==> src/rtl/cs_pkg.sv <==
`timescale 1ns / 1ps
// Shared types, character constants and helpers for the comment stripper.
// Depends on nothing; every other file of the block uses it.
package cs_pkg;

    localparam int CHAR_BITS = 16;

    typedef logic [CHAR_BITS-1:0] t_char;

    typedef enum logic [2:0] {
        MODE_CODE  = 3'd0,
        MODE_LINE  = 3'd1,
        MODE_BLOCK = 3'd2,
        MODE_STR   = 3'd3,
        MODE_RUNE  = 3'd4,
        MODE_RAW   = 3'd5
    } t_mode;

    localparam t_char CH_SLASH  = t_char'(8'h2F);
    localparam t_char CH_STAR   = t_char'(8'h2A);
    localparam t_char CH_TICK   = t_char'(8'h60);
    localparam t_char CH_BSLASH = t_char'(8'h5C);
    localparam t_char CH_NL     = t_char'(8'h0A);
    localparam t_char CH_DQUOTE = t_char'(8'h22);
    localparam t_char CH_SQUOTE = t_char'(8'h27);

    typedef struct packed {
        logic [1:0] cnt;
        t_char      c0;
        t_char      c1;
    } t_bundle;

    function automatic t_bundle emit(t_bundle b, t_char c);
        t_bundle r;
        r = b;
        if (b.cnt == 2'd0) begin
            r.c0 = c;
        end else begin
            r.c1 = c;
        end
        r.cnt = b.cnt + 2'd1;
        return r;
    endfunction

endpackage

==> src/rtl/cs_ifs.sv <==
`timescale 1ns / 1ps
// Valid/ready channel interfaces for the comment stripper input and output.
// Depends on cs_pkg for the character type.
interface cs_in_if;
    logic           valid;
    logic           ready;
    cs_pkg::t_char  ch;
    logic           last_char;

    modport source (output valid, output ch, output last_char, input ready);
    modport sink (input valid, input ch, input last_char, output ready);
endinterface

interface cs_out_if;
    logic           valid;
    logic           ready;
    cs_pkg::t_char  out_ch;
    logic           last_of_run;

    modport source (output valid, output out_ch, output last_of_run, input ready);
    modport sink (input valid, input out_ch, input last_of_run, output ready);
endinterface

==> src/rtl/cs_lexer.sv <==
`timescale 1ns / 1ps
// Lexer mode state and the per-character decision of which characters are kept.
// Depends on cs_pkg.
module cs_lexer (
    input  logic            i_clk,
    input  logic            i_rst_n,
    input  logic            i_step,
    input  cs_pkg::t_char   i_ch,
    input  logic            i_last,
    output cs_pkg::t_bundle o_bundle
);

    cs_pkg::t_mode r_mode, n_mode;
    logic          r_held, n_held;
    logic          r_star, n_star;
    logic          r_esc, n_esc;
    cs_pkg::t_bundle b;

    always_comb begin
        n_mode = r_mode;
        n_held = r_held;
        n_star = r_star;
        n_esc  = r_esc;
        b      = '0;
        case (r_mode)
            cs_pkg::MODE_LINE: begin
                if (i_ch == cs_pkg::CH_NL) begin
                    b      = cs_pkg::emit(b, i_ch);
                    n_mode = cs_pkg::MODE_CODE;
                end
            end
            cs_pkg::MODE_BLOCK: begin
                if (r_star && i_ch == cs_pkg::CH_SLASH) begin
                    n_star = 1'b0;
                    n_mode = cs_pkg::MODE_CODE;
                end else begin
                    n_star = (i_ch == cs_pkg::CH_STAR);
                    if (i_ch == cs_pkg::CH_NL) begin
                        b = cs_pkg::emit(b, i_ch);
                    end
                end
            end
            cs_pkg::MODE_STR, cs_pkg::MODE_RUNE: begin
                b = cs_pkg::emit(b, i_ch);
                if (r_esc) begin
                    n_esc = 1'b0;
                end else if (i_ch == cs_pkg::CH_BSLASH) begin
                    n_esc = 1'b1;
                end else if ((r_mode == cs_pkg::MODE_STR && i_ch == cs_pkg::CH_DQUOTE) ||
                             (r_mode == cs_pkg::MODE_RUNE && i_ch == cs_pkg::CH_SQUOTE)) begin
                    n_mode = cs_pkg::MODE_CODE;
                end
            end
            cs_pkg::MODE_RAW: begin
                b = cs_pkg::emit(b, i_ch);
                if (i_ch == cs_pkg::CH_TICK) begin
                    n_mode = cs_pkg::MODE_CODE;
                end
            end
            default: begin
                n_mode = cs_pkg::MODE_CODE;
                if (r_held && i_ch == cs_pkg::CH_SLASH) begin
                    n_held = 1'b0;
                    n_mode = cs_pkg::MODE_LINE;
                end else if (r_held && i_ch == cs_pkg::CH_STAR) begin
                    n_held = 1'b0;
                    n_mode = cs_pkg::MODE_BLOCK;
                    n_star = 1'b0;
                end else begin
                    if (r_held) begin
                        n_held = 1'b0;
                        b      = cs_pkg::emit(b, cs_pkg::CH_SLASH);
                    end
                    if (i_ch == cs_pkg::CH_SLASH) begin
                        n_held = 1'b1;
                    end else begin
                        if (i_ch == cs_pkg::CH_TICK) begin
                            n_mode = cs_pkg::MODE_RAW;
                        end else if (i_ch == cs_pkg::CH_DQUOTE) begin
                            n_mode = cs_pkg::MODE_STR;
                        end else if (i_ch == cs_pkg::CH_SQUOTE) begin
                            n_mode = cs_pkg::MODE_RUNE;
                        end
                        b = cs_pkg::emit(b, i_ch);
                    end
                end
            end
        endcase
        if (i_last) begin
            if (n_held) begin
                b = cs_pkg::emit(b, cs_pkg::CH_SLASH);
            end
            n_mode = cs_pkg::MODE_CODE;
            n_held = 1'b0;
            n_star = 1'b0;
            n_esc  = 1'b0;
        end
    end

    assign o_bundle = b;

    always_ff @(posedge i_clk) begin
        if (!i_rst_n) begin
            r_mode <= cs_pkg::MODE_CODE;
            r_held <= 1'b0;
            r_star <= 1'b0;
            r_esc  <= 1'b0;
        end else if (i_step) begin
            r_mode <= n_mode;
            r_held <= n_held;
            r_star <= n_star;
            r_esc  <= n_esc;
        end
    end

endmodule

==> src/rtl/cs_outbuf.sv <==
`timescale 1ns / 1ps
// Two-entry result register; one kept character out per cycle when ready.
// Depends on cs_pkg and the cs_out_if channel interface.
module cs_outbuf (
    input  logic            i_clk,
    input  logic            i_rst_n,
    input  logic            i_load,
    input  cs_pkg::t_bundle i_bundle,
    output logic            o_free,
    cs_out_if.source        o_out
);

    logic [1:0]    r_cnt, n_cnt;
    cs_pkg::t_char r_c0, n_c0;
    cs_pkg::t_char r_c1, n_c1;
    logic          pop;

    assign pop    = (r_cnt != 2'd0) && o_out.ready;
    assign o_free = (r_cnt == 2'd0) || (r_cnt == 2'd1 && o_out.ready);

    always_comb begin
        n_cnt = r_cnt;
        n_c0  = r_c0;
        n_c1  = r_c1;
        if (pop) begin
            if (r_cnt == 2'd2) begin
                n_c0  = r_c1;
                n_cnt = 2'd1;
            end else begin
                n_cnt = 2'd0;
            end
        end
        if (i_load && o_free) begin
            n_cnt = i_bundle.cnt;
            n_c0  = i_bundle.c0;
            n_c1  = i_bundle.c1;
        end
    end

    always_ff @(posedge i_clk) begin
        if (!i_rst_n) begin
            r_cnt <= 2'd0;
        end else begin
            r_cnt <= n_cnt;
        end
    end

    always_ff @(posedge i_clk) begin
        r_c0 <= n_c0;
        r_c1 <= n_c1;
    end

    assign o_out.valid       = (r_cnt != 2'd0);
    assign o_out.out_ch      = r_c0;
    assign o_out.last_of_run = (r_cnt == 2'd1);

endmodule

==> src/rtl/comment_stripper.sv <==
`timescale 1ns / 1ps
// Top level of the comment stripper: input register, lexer and result buffer.
// Depends on cs_pkg, cs_ifs, cs_lexer and cs_outbuf.
//
// Source text enters on i_in one character per request, with last_char set
// on the final character of a text. Kept characters leave on o_out, one per
// request; last_of_run marks the final character caused by one input.
// Comments are removed except for their newlines; strings, runes and raw
// strings pass unchanged. An input causes zero, one or two results.
// An accepted character is held in the input register and decoded into the
// two-entry result register once that has room; its first result is then
// offered on o_out. One character is accepted every cycle as long as the
// receiver is ready and each causes at most one result; a character that
// causes two results holds back the next one until its first result has left
// through the single output port.
// When the receiver stalls, the result register and the input register
// fill and i_in.ready drops; nothing is lost. Synchronous reset empties both
// registers and returns the lexer to plain code mode.
module comment_stripper (
    input  logic      i_clk,
    input  logic      i_rst_n,
    cs_in_if.sink     i_in,
    cs_out_if.source  o_out
);

    logic            r_a_valid;
    cs_pkg::t_char   r_a_ch;
    logic            r_a_last;
    logic            buf_free;
    logic            a_adv;
    cs_pkg::t_bundle bundle;

    assign a_adv      = r_a_valid && buf_free;
    assign i_in.ready = !r_a_valid || buf_free;

    always_ff @(posedge i_clk) begin
        if (!i_rst_n) begin
            r_a_valid <= 1'b0;
        end else if (i_in.valid && i_in.ready) begin
            r_a_valid <= 1'b1;
        end else if (a_adv) begin
            r_a_valid <= 1'b0;
        end
    end

    always_ff @(posedge i_clk) begin
        if (i_in.valid && i_in.ready) begin
            r_a_ch   <= i_in.ch;
            r_a_last <= i_in.last_char;
        end
    end

    cs_lexer u_lexer (
        .i_clk    (i_clk),
        .i_rst_n  (i_rst_n),
        .i_step   (a_adv),
        .i_ch     (r_a_ch),
        .i_last   (r_a_last),
        .o_bundle (bundle)
    );

    cs_outbuf u_outbuf (
        .i_clk    (i_clk),
        .i_rst_n  (i_rst_n),
        .i_load   (a_adv),
        .i_bundle (bundle),
        .o_free   (buf_free),
        .o_out    (o_out)
    );

endmodule

==> src/flat_wrapper.sv <==
// flat-port wrapper written by rule: the top's interface ports become plain ports
module comment_stripper_flat 
  (i_clk, i_rst_n, i_in_valid, i_in_ch, i_in_last_char, i_in_ready, o_out_valid, o_out_out_ch, o_out_last_of_run, o_out_ready);
  cs_in_if i_in_i ();
  cs_out_if o_out_i ();
  input  logic i_clk;
  input  logic i_rst_n;
  input wire logic [$bits(i_in_i.valid)-1:0] i_in_valid;
  input wire logic [$bits(i_in_i.ch)-1:0] i_in_ch;
  input wire logic [$bits(i_in_i.last_char)-1:0] i_in_last_char;
  output wire logic [$bits(i_in_i.ready)-1:0] i_in_ready;
  output wire logic [$bits(o_out_i.valid)-1:0] o_out_valid;
  output wire logic [$bits(o_out_i.out_ch)-1:0] o_out_out_ch;
  output wire logic [$bits(o_out_i.last_of_run)-1:0] o_out_last_of_run;
  input wire logic [$bits(o_out_i.ready)-1:0] o_out_ready;
  assign i_in_i.valid = i_in_valid;
  assign i_in_i.ch = i_in_ch;
  assign i_in_i.last_char = i_in_last_char;
  assign i_in_ready = i_in_i.ready;
  assign o_out_valid = o_out_i.valid;
  assign o_out_out_ch = o_out_i.out_ch;
  assign o_out_last_of_run = o_out_i.last_of_run;
  assign o_out_i.ready = o_out_ready;
  comment_stripper u_core (.i_clk(i_clk), .i_rst_n(i_rst_n), .i_in(i_in_i), .o_out(o_out_i));
endmodule
==> config.mk <==
export PLATFORM = sky130hd
export DESIGN_NAME = comment_stripper_flat
export DESIGN_NICKNAME = d
export VERILOG_FILES = /design/src/rtl/cs_pkg.sv /design/src/rtl/cs_ifs.sv /design/src/rtl/cs_lexer.sv /design/src/rtl/cs_outbuf.sv /design/src/rtl/comment_stripper.sv /design/src/flat_wrapper.sv
export SDC_FILE = /design/constraint.sdc
export NUM_CORES = 1
export LEC_CHECK = 0
export ABC_CLOCK_PERIOD_IN_PS = 5700
export BUFFER_PORTS_ARGS = -buffer_cell sky130_fd_sc_hd__buf_2
export CORE_UTILIZATION = 38
export DETAILED_ROUTE_END_ITERATION = 16
export HOLD_SLACK_MARGIN = 0.06
export PLACE_DENSITY = 0.66
export SLEW_MARGIN = 15
export SYNTH_ARGS = -nofsm -noshare
export SYNTH_HDL_FRONTEND = slang
export SYNTH_HIERARCHICAL = 1
export SYNTH_SLANG_ARGS = --single-unit
==> constraint.sdc <==
create_clock -name i_clk -period 5.7 [get_ports i_clk]
set_input_delay 1.14 -clock i_clk [delete_from_list [all_inputs] [get_ports i_clk]]
set_output_delay 1.14 -clock i_clk [all_outputs]
set_load 0.01 [all_outputs]
==> results.cfg, run 1 <==
[final_layout]
multiInputGateArea_um2 = 1240
synthToLayoutAreaGrowth_pct = 16.3
fill_cells = 676
regArea_um2 = 1650
n_antenna_cell = 0
drive_gt1_share_pct = 30.6
nNetsFinal = 311

[route]
wire_per_inst_um = 14.7
firstDrtPassIters = 4
vias_per_cell = 5.11
drt_wl_total_um = 5720
vias = 1994
ant_nets = 0
drt-initial-drc-count = 94
drc = 0

[yosys]
synth_seq_cells = 58
synth_area_per_cell_um2 = 12.4
syn_inst = 241
synth_ff_type = edfxtp_1
synth-edff-count = 49
yosys.area.top_type_share_pct = 49.3
seq_area_frac_synth_pct = 55.3
synth_area_leader_cell = edfxtp_1
synth_area_leaders = edfxtp_1, dfxtp_1, and2_1
yosysMostFrequentCell = edfxtp_1
yosys_warnings = 6
syn_nets = 266
synth_area_um2 = 2990
synthArstFlopShare_pct = 0
yosys-top-cells-count = edfxtp_1, and2_1, nand2_1
yosysUniqueCellTypes = 62

[power_and_ir_drop]
power.leakage_uw = 0.00137
power_density_nw_per_um2 = 277
worst_ir_drop_vdd_mv = 0.164

[clock_tree]
cts.sinks = 58
hold_buffers = 0
clock-root-buffer = clkbuf_8
cts.reportedPaths.clkPinSlew_ns = 0.07
tritoncts = built
cts_buffers = 9
clock_path_buffers = 2
cts_max_level = 3
clk_latency_ns = 0.34
post_cts_buffers = 0
cts_resized = 0

[hold_path]
hold_end = u_core/r_a_valid
hold_class = flip-flop to flip-flop
min_from = u_core/r_a_valid
whs_path_depth = 2

[flow_run]
drv_cap = 0

[worst_setup_path]
crit_required_ns = 5.79
rrSetupSlack_ns = 2.22
rr_endpoint = u_core/u_outbuf/o_out.out_ch[10]
crit_chain = nor4b_1, nand4_2, inv_2, ha_1, a21o_1, a21oi_2, a21o_1, inv_1, ha_1, and3_1, o21ba_2, and2_1, mux2_4
max_stage_delay_ns = 0.54
end_kind = flip-flop
crit_arrival_ns = 3.57
cp_slowest_cell = nor4b_1
cp_max_fo = 11
rr_worst_depth = 13
critPathKind = flip-flop to flip-flop
r2r_start = u_core/r_a_ch[4]
startpoint_type = flip-flop
crit_start = u_core/r_a_ch[4]

[floorplanning]
initial_core_util_pct = 40.3
dieArea_um2 = 8220
die_height_um = 90.7
ios = 40
die_width_um = 90.7
rows = 31
core_area_um2 = 7410

[global_routing]
first_global_vias = 1950
antenna_found_initial = 0
grt_max_degree = 19
grt.overflow.total = 0
grt_use_total_pct = 15.3
grt_pass1_wl_um = 9680

[sta]
setup_tns_ns = 0
fmax_mhz = 287
skew_ns = 0.00828
drv_slew = 0
slew_headroom_pct = 57.0
setup_viol = 0
rsz0062_at_grt = no
period_minus_slack_ns = 3.48
hold_viol_final = 0
finalCritPeriodShare_pct = 61.1
setup_ws_ns = 2.22
tightest_slew_ns = 0.644

[placement]
port-buffer-count = 39
dpl.hpwl_um = 4110
place_ws_ns = 2.22
gp_congestion = 0.902

[outcome]
status = complete, no violations
[state kept, by name, indices dropped and copies added (netlist names)]
name / count
u_core/r_a_last: 1
u_core/u_outbuf/r_c1: 16
u_core/u_lexer/r_mode: 3
u_core/u_lexer/r_star: 1
u_core/r_a_ch: 16
u_core/u_lexer/r_held: 1
u_core/u_lexer/r_esc: 1
u_core/u_outbuf/r_cnt: 2
u_core/r_a_valid: 1
u_core/u_outbuf/o_out.out_ch: 16
[where the power goes]
| group | internal, uW | leakage [uW] | total [uW] | switching, uW |
|---|---|---|---|---|
| Sequential | 483 | 0.000530 | 497 | 13.7 |
| Combinational | 31.7 | 0.000735 | 63.9 | 32.2 |
| Clock | 243 | 0.000104 | 401 | 158 |
[placed cells by master (no fill, tap or decap), types with 3 or more instances in the layout]
cell	netlist	routed
o21ai_0	11	10
buf_2	0	39
a21oi_1	4	4
nor3_1	6	6
nor4b_1	3	3
inv_1	11	11
mux2_4	8	8
nand2_1	15	15
and2_4	3	3
o21a_1	3	3
clkbuf_8	0	9
ha_1	4	4
mux2i_1	3	3
edfxtp_1	49	49
a21o_1	7	7
nor2b_1	3	3
nor4_1	4	4
nand3_1	5	5
nor2_1	9	9
dfxtp_1	9	9
mux2_2	8	8
and3_1	3	3
and2_1	21	21
[area by class of cell]
type                    instances  share of cell area, %
clock buffers                  10                   3.67
clock inverters                 6                   2.34
inverters                      12                   1.30
multi-input cells             165                   35.7
flip-flops and latches         58                   47.6
well taps                      99                   3.57
repair buffers                 40                   5.84
[logic make-up (layout without fill, tap and decap cells)]
kind of cell,count (synthesis),in the layout,share of synthesized area (%)
AOI/OAI and AO/OA,44,44,10.6
adders and majority gates,4,4,1.68
buffers and inverters,18,68,3.14
DFF,58,58,55.3
muxes,20,20,8.42
and+or+nand+nor,97,97,20.9
[layer usage]
metal / global-route usage, % / wire length [um] / vias up
met5: 0 / 0 / -
met2: 23.0 / 2590 / 67
li1: - / - / 995
met1: 20.2 / 2680 / 921
met4: 8.47 / 128 / 0
met3: 3.62 / 329 / 11
[worst max-delay path by stage]
stage	cells after the start	endpoint	slack [ns]
after floorplan	14	u_core/u_outbuf/o_out.out_ch[10]	2.61
after global placement	13	u_core/u_outbuf/o_out.out_ch[10]	2.29
after detailed placement	13	u_core/u_outbuf/o_out.out_ch[10]	2.22
after CTS	13	u_core/u_outbuf/o_out.out_ch[10]	2.20
after global routing	13	u_core/u_outbuf/o_out.out_ch[4]	1.96
final	13	u_core/u_outbuf/o_out.out_ch[10]	2.22
[stage by stage]
stage	hold WS (ns)	power (uW)	instance area [um^2]	util [%]	std cells
floorplan	0.500	544	2990	-	241
global placement	0.487	570	3260	44.1	374
detailed placement	0.500	570	3260	44.1	374
CTS	0.505	973	3470	46.9	390
global route	0.529	1000	3470	46.9	390
finish	0.498	962	3470	46.9	390
[critical path: cells and delay by family (launching register included)]
| kind | cells | cell delay, ns |
|---|---|---|
| AOI/OAI and AO/OA | 4 | 0.74 |
| adders and majority gates | 2 | 0.34 |
| buffers and inverters | 2 | 0.24 |
| DFF | 1 | 0.47 |
| muxes | 1 | 0.27 |
| and+or+nand+nor | 4 | 1.15 |
Power figures use the tool's default switching activity.
==> run 2: changes to the inputs <==
- ABC_AREA: not set -> 1
- ABC_CLOCK_PERIOD_IN_PS: 5700 -> 2960
- PLACE_DENSITY: 0.66 -> 0.67
- clock period: 5.7 -> 2.96 ns (I/O delays scaled with it)
==> results.cfg, run 2 <==
[outcome]
status = complete, no violations

[placement]
port-buffer-count = 39
dpl.hpwl_um = 4650
gp_congestion = 0.923
postPlaceCellArea_um2 = 3560
dp_cells = 521

[floorplanning]
core_area_um2 = 8260
rows = 33
die_height_um = 94.6
dieArea_um2 = 8950
initial_core_util_pct = 39.5
ios = 40
die_width_um = 94.6

[sta]
setup_viol = 0
slew_headroom_pct = 71.0
setup_tns_ns = 0
hold_viol_final = 0
skew_ns = 0.00540
tightest_slew_ns = 0.433
period_minus_slack_ns = 2.64
drv_slew = 0
fmax_mhz = 379
finalCritPeriodShare_pct = 89.2
fin_hold_ws_ns = 0.423
rsz0062_at_grt = no

[route]
drt_wl_total_um = 6140
drt-initial-drc-count = 65
drc = 0
ant_nets = 0
firstDrtPassIters = 4
wire_per_inst_um = 11.4
vias_per_cell = 4.65
vias = 2498

[final_layout]
drive_gt1_share_pct = 26.6
synthToLayoutAreaGrowth_pct = 15.9
instances_no_fill = 537
multiInputGateArea_um2 = 1310
n_antenna_cell = 0
layout_commonest_cell = nand2_1
design_area_um2 = 3780
nNetsFinal = 452
final_cell_mix = nand2_1, edfxtp_1, inv_1, buf_2, nand3_1
fill_cells = 828
regArea_um2 = 1650

[global_routing]
grt_busiest_layer = met2
grt_use_met3_pct = 4.59
grt_use_total_pct = 15.7
grtUsageMet2_pct = 23.4
grt_max_degree = 34
antenna_found_initial = 0
first_global_vias = 2334
grtUsageMet1_pct = 20.4
grt.overflow.total = 0
grt_pass1_wl_um = 10600

[power_and_ir_drop]
worst_ir_drop_vdd_mv = 0.367
power.leakage_uw = 0.00175
fin_total_pwr_uw = 2030
power_density_nw_per_um2 = 537

[yosys]
syn_inst = 379
synth_seq_cells = 58
yosys.area.top_type_share_pct = 45.1
synth_area_leader_cell = edfxtp_1
synth-edff-count = 49
synth_area_um2 = 3260
synth_area_per_cell_um2 = 8.60
synthArstFlopShare_pct = 0
syn_nets = 404
synth_ff_type = edfxtp_1
yosysUniqueCellTypes = 32
yosys-top-cells-count = nand2_1, edfxtp_1, inv_1
yosys_warnings = 6
seq_area_frac_synth_pct = 50.7
yosysMostFrequentCell = nand2_1
synth_area_leaders = edfxtp_1, nand2_1, dfxtp_1

[clock_tree]
cts_buffers = 9
tritoncts = built
cts_max_level = 3
post_cts_buffers = 0
cts.sinks = 58
cts.reportedPaths.clkPinSlew_ns = 0.06
clock_path_buffers = 2
clock-root-buffer = clkbuf_8
clk_latency_ns = 0.34

[hold_path]
hold_class = input port to flip-flop
whs_path_depth = 1

[worst_setup_path]
startpoint_type = flip-flop
crit_required_ns = 3.05
crit_arrival_ns = 2.73
cp_max_fo = 16
end_kind = flip-flop
rr_worst_depth = 16
critPathKind = flip-flop to flip-flop

[flow_run]
drv_cap = 0
## run 2: changes by cell type after synthesis, sizes merged, moves of 5 or more
cell / change
nand2: +103
nor4: -5
mux2: -17
o21ai: +10
inv: +47
nor2: +29
and2: -24
nand3: +36
a21o: -7
a21oi: +5
## run 2: cell type report
class | instances | area share, %
sequential | 58 | 43.7
multi-input combinational | 254 | 34.6
inverter | 59 | 6.33
tap | 105 | 3.48
timing repair buffer | 45 | 6.36
clock inverter | 6 | 2.15
clock buffer | 10 | 3.38
## run 2: cell families (layout without fill, tap and decap cells)
| group | Yosys count | in the layout | share of synthesized area, % |
|---|---|---|---|
| AOI/OAI and AO/OA | 38 | 38 | 6.22 |
| xor gates and xnor gates | 1 | 1 | 0.269 |
| adders and majority gates | 4 | 4 | 1.54 |
| buffers and inverters | 67 | 120 | 9.48 |
| DFF | 58 | 58 | 50.7 |
| and+or+nand+nor | 211 | 211 | 31.8 |
## run 2: final timing paths
| path | from | endpoint | slack [ns] |
|---|---|---|---|
| worst max-delay path | u_core/r_a_ch[6] | u_core/u_outbuf/o_out.out_ch[6] | 0.32 |
| worst min register to register | u_core/u_lexer/r_star | u_core/u_lexer/r_star | 0.45 |
| worst max register to register | u_core/r_a_ch[6] | u_core/u_outbuf/o_out.out_ch[6] | 0.32 |
| worst min-delay path | i_in_ch[4] | u_core/r_a_ch[4] | 0.42 |
## run 2: metrics by stage
stage | utilization [%] | worst slack, ns
final | 45.7 | 0.319
after global routing | 45.7 | 0.0295
after detailed placement | 43.1 | 0.177
after floorplan | - | 0.412
after global placement | 43.1 | 0.336
after CTS | 45.7 | 0.138
## run 2: where the power goes
part / internal [uW] / leakage [uW] / switching (uW)
Sequential: 937 / 0.000545 / 24.3
Clock: 468 / 0.000104 / 306
Combinational: 103 / 0.00110 / 192
## run 2: timing repair
item                       4_1_cts  5_1_grt
setup endpoints to repair        0       11
gates resized for setup          0        2
hold buffers                     0        0
## run 2: metal layers
layer | vias to the layer above | wire length (um)
li1 | 1327 | -
met1 | 1091 | 2980
met2 | 59 | 2700
met3 | 21 | 240
met4 | 0 | 216
met5 | - | 0
## run 2: critical path: stages, from the launching register on
cell	delay, ns
edfxtp_1	0.44
nor2_2	0.19
nand2_2	0.12
nor2_2	0.13
nand2_2	0.11
inv_4	0.11
ha_1	0.25
nor2_2	0.06
nand2_2	0.08
inv_4	0.06
a21oi_2	0.22
ha_2	0.27
nand2_8	0.11
nand2_1	0.08
inv_1	0.04
nand2_2	0.05
nand2_1	0.06
==> run 3: changes to the inputs <==
- BUFFER_PORTS_ARGS: -buffer_cell sky130_fd_sc_hd__buf_2 -> not set
- DONT_BUFFER_PORTS: not set -> 1
- PLACE_DENSITY: 0.67 -> 0.63
==> results.cfg, run 3 (synthesis gave the netlist of run 2 again) <==
[outcome]
status = complete, no violations

[clock_tree]
cts_buffers = 9
post_cts_buffers = 0
clock-root-buffer = clkbuf_8
cts.reportedPaths.clkPinSlew_ns = 0.07
tritoncts = built
clock_path_buffers = 2
clk_latency_ns = 0.34
cts_max_level = 3
cts.sinks = 58

[final_layout]
synthToLayoutAreaGrowth_pct = 9.90
fill_cells = 827
regArea_um2 = 1650
nNetsFinal = 413
multiInputGateArea_um2 = 1310
n_antenna_cell = 0
postLayoutCoreUtil_pct = 43.4
final_cell_mix = nand2_1, edfxtp_1, inv_1, nand3_1, nor2_1
instances_no_fill = 497
layout_commonest_cell = nand2_1
drive_gt1_share_pct = 19.9

[floorplanning]
initial_core_util_pct = 39.5
die_width_um = 94.6
rows = 33
dieArea_um2 = 8950
die_height_um = 94.6
ios = 40
core_area_um2 = 8260

[power_and_ir_drop]
p_comb_share_pct = 13.0
power.leakage_uw = 0.00160
p_int_uw = 1490
pwr-share-clk_pct = 38.6
switchingPower_uw = 518
power_density_nw_per_um2 = 559
power.share.switching_pct = 25.8
seqPwrFrac_pct = 48.5
fin_total_pwr_uw = 2000
worst_ir_drop_vdd_mv = 0.329

[placement]
dpl.hpwl_um = 4590
port-buffer-count = 0
gp_congestion = 0.999
dp_cells = 482

[worst_setup_path]
cp_num_buf_inv = 3
cp_max_fo = 16
startpoint_type = flip-flop
cp_slowest_cell = edfxtp_1
worst_path_most_repeated_cell = nand2_2
max_stage_delay_ns = 0.44
crit_arrival_ns = 2.77
crit_required_ns = 3.05
critPathTopFamily = simple AND/OR/NAND/NOR gates
end_kind = flip-flop
crit_chain = nor2_2, nand2_2, nor2_2, nand2_2, inv_4, ha_1, nor2_2, nand2_2, inv_4, a21oi_2, ha_2, nand2_8, nand2_1, inv_1, nand2_2, nand2_1
critPathKind = flip-flop to flip-flop

[flow_run]
drv_cap = 0

[global_routing]
grt_use_total_pct = 15.3
grt_max_degree = 34
grtUsageMet1_pct = 20.7
grt_busiest_layer = met2
grt_pass1_wl_um = 10500
first_global_vias = 2254
grt.overflow.total = 0
antenna_found_initial = 0
grt_use_met3_pct = 4.19
grtUsageMet2_pct = 22.3

[route]
drt_wl_total_um = 6100
vias = 2395
vias_per_cell = 4.82
firstDrtPassIters = 6
drc = 0
ant_nets = 0
drt-initial-drc-count = 141
wire_per_inst_um = 12.3

[sta]
tightest_slew_ns = 0.402
fmax_mhz = 373
hold_viol_final = 0
slew_headroom_pct = 73.1
rsz0062_at_grt = no
setup_tns_ns = 0
drv_slew = 0
setup_viol = 0
finalCritPeriodShare_pct = 90.6
fin_hold_ws_ns = 0.345
skew_ns = 0.0112
period_minus_slack_ns = 2.68

[hold_path]
hold_class = input port to flip-flop
-- run 3: path summary, 6_finish.rpt --
kind	from	endpoint	slack [ns]	cells past startpoint
worst max-delay path	u_core/r_a_ch[6]	u_core/u_outbuf/o_out.out_ch[6]	0.28	16
worst min-delay path	i_in_last_char	u_core/r_a_last	0.34	0
worst max register to register	u_core/r_a_ch[6]	u_core/u_outbuf/o_out.out_ch[6]	0.28	16
worst min register to register	u_core/u_lexer/r_star	u_core/u_lexer/r_star	0.46	2
-- run 3: worst reg2reg max path: cells and delay by family (launching register included) --
family | cells | cell delay, ns
AOI/OAI and AO/OA | 1 | 0.22
adders and majority gates | 2 | 0.53
and+or+nand+nor | 10 | 1.02
DFF | 1 | 0.44
buffers and inverters | 3 | 0.22
-- run 3: per-layer routing --
layer  routed length, um  up-vias
met3                 320       12
li1                    -     1246
met5                   0        -
met4                 130        0
met2                2640       77
met1                3010     1060
-- run 3: power by group through the flow --
stage | clock (uW) | combinational [uW] | sequential (uW)
final | 773 | 260 | 971
after detailed placement | 0 | 258 | 989
after global placement | 0 | 258 | 988
after global routing | 826 | 298 | 977
after CTS | 797 | 259 | 971
after floorplan | 0 | 213 | 982
-- run 3: timing repair --
item                                    in CTS  in global routing
gates resized for setup                      0                  2
hold buffers                                 0                  0
endpoints found under the setup margin       0                 10
-- run 3: area by class of cell --
cell class | count | share of cell area [%]
repair buffers | 6 | 1.26
well taps | 105 | 3.67
multi-input cells | 254 | 36.5
clock inverters | 6 | 2.31
flip-flops and latches | 58 | 46.1
inverters | 59 | 6.67
clock buffers | 9 | 3.46
-- run 3: per-stage QoR --
stage	cell area [um^2]	setup WS, ns
finish	3580	0.278
floorplan	3260	0.412
global placement	3370	0.330
CTS	3580	0.169
global route	3580	0.0896
detailed placement	3370	0.184
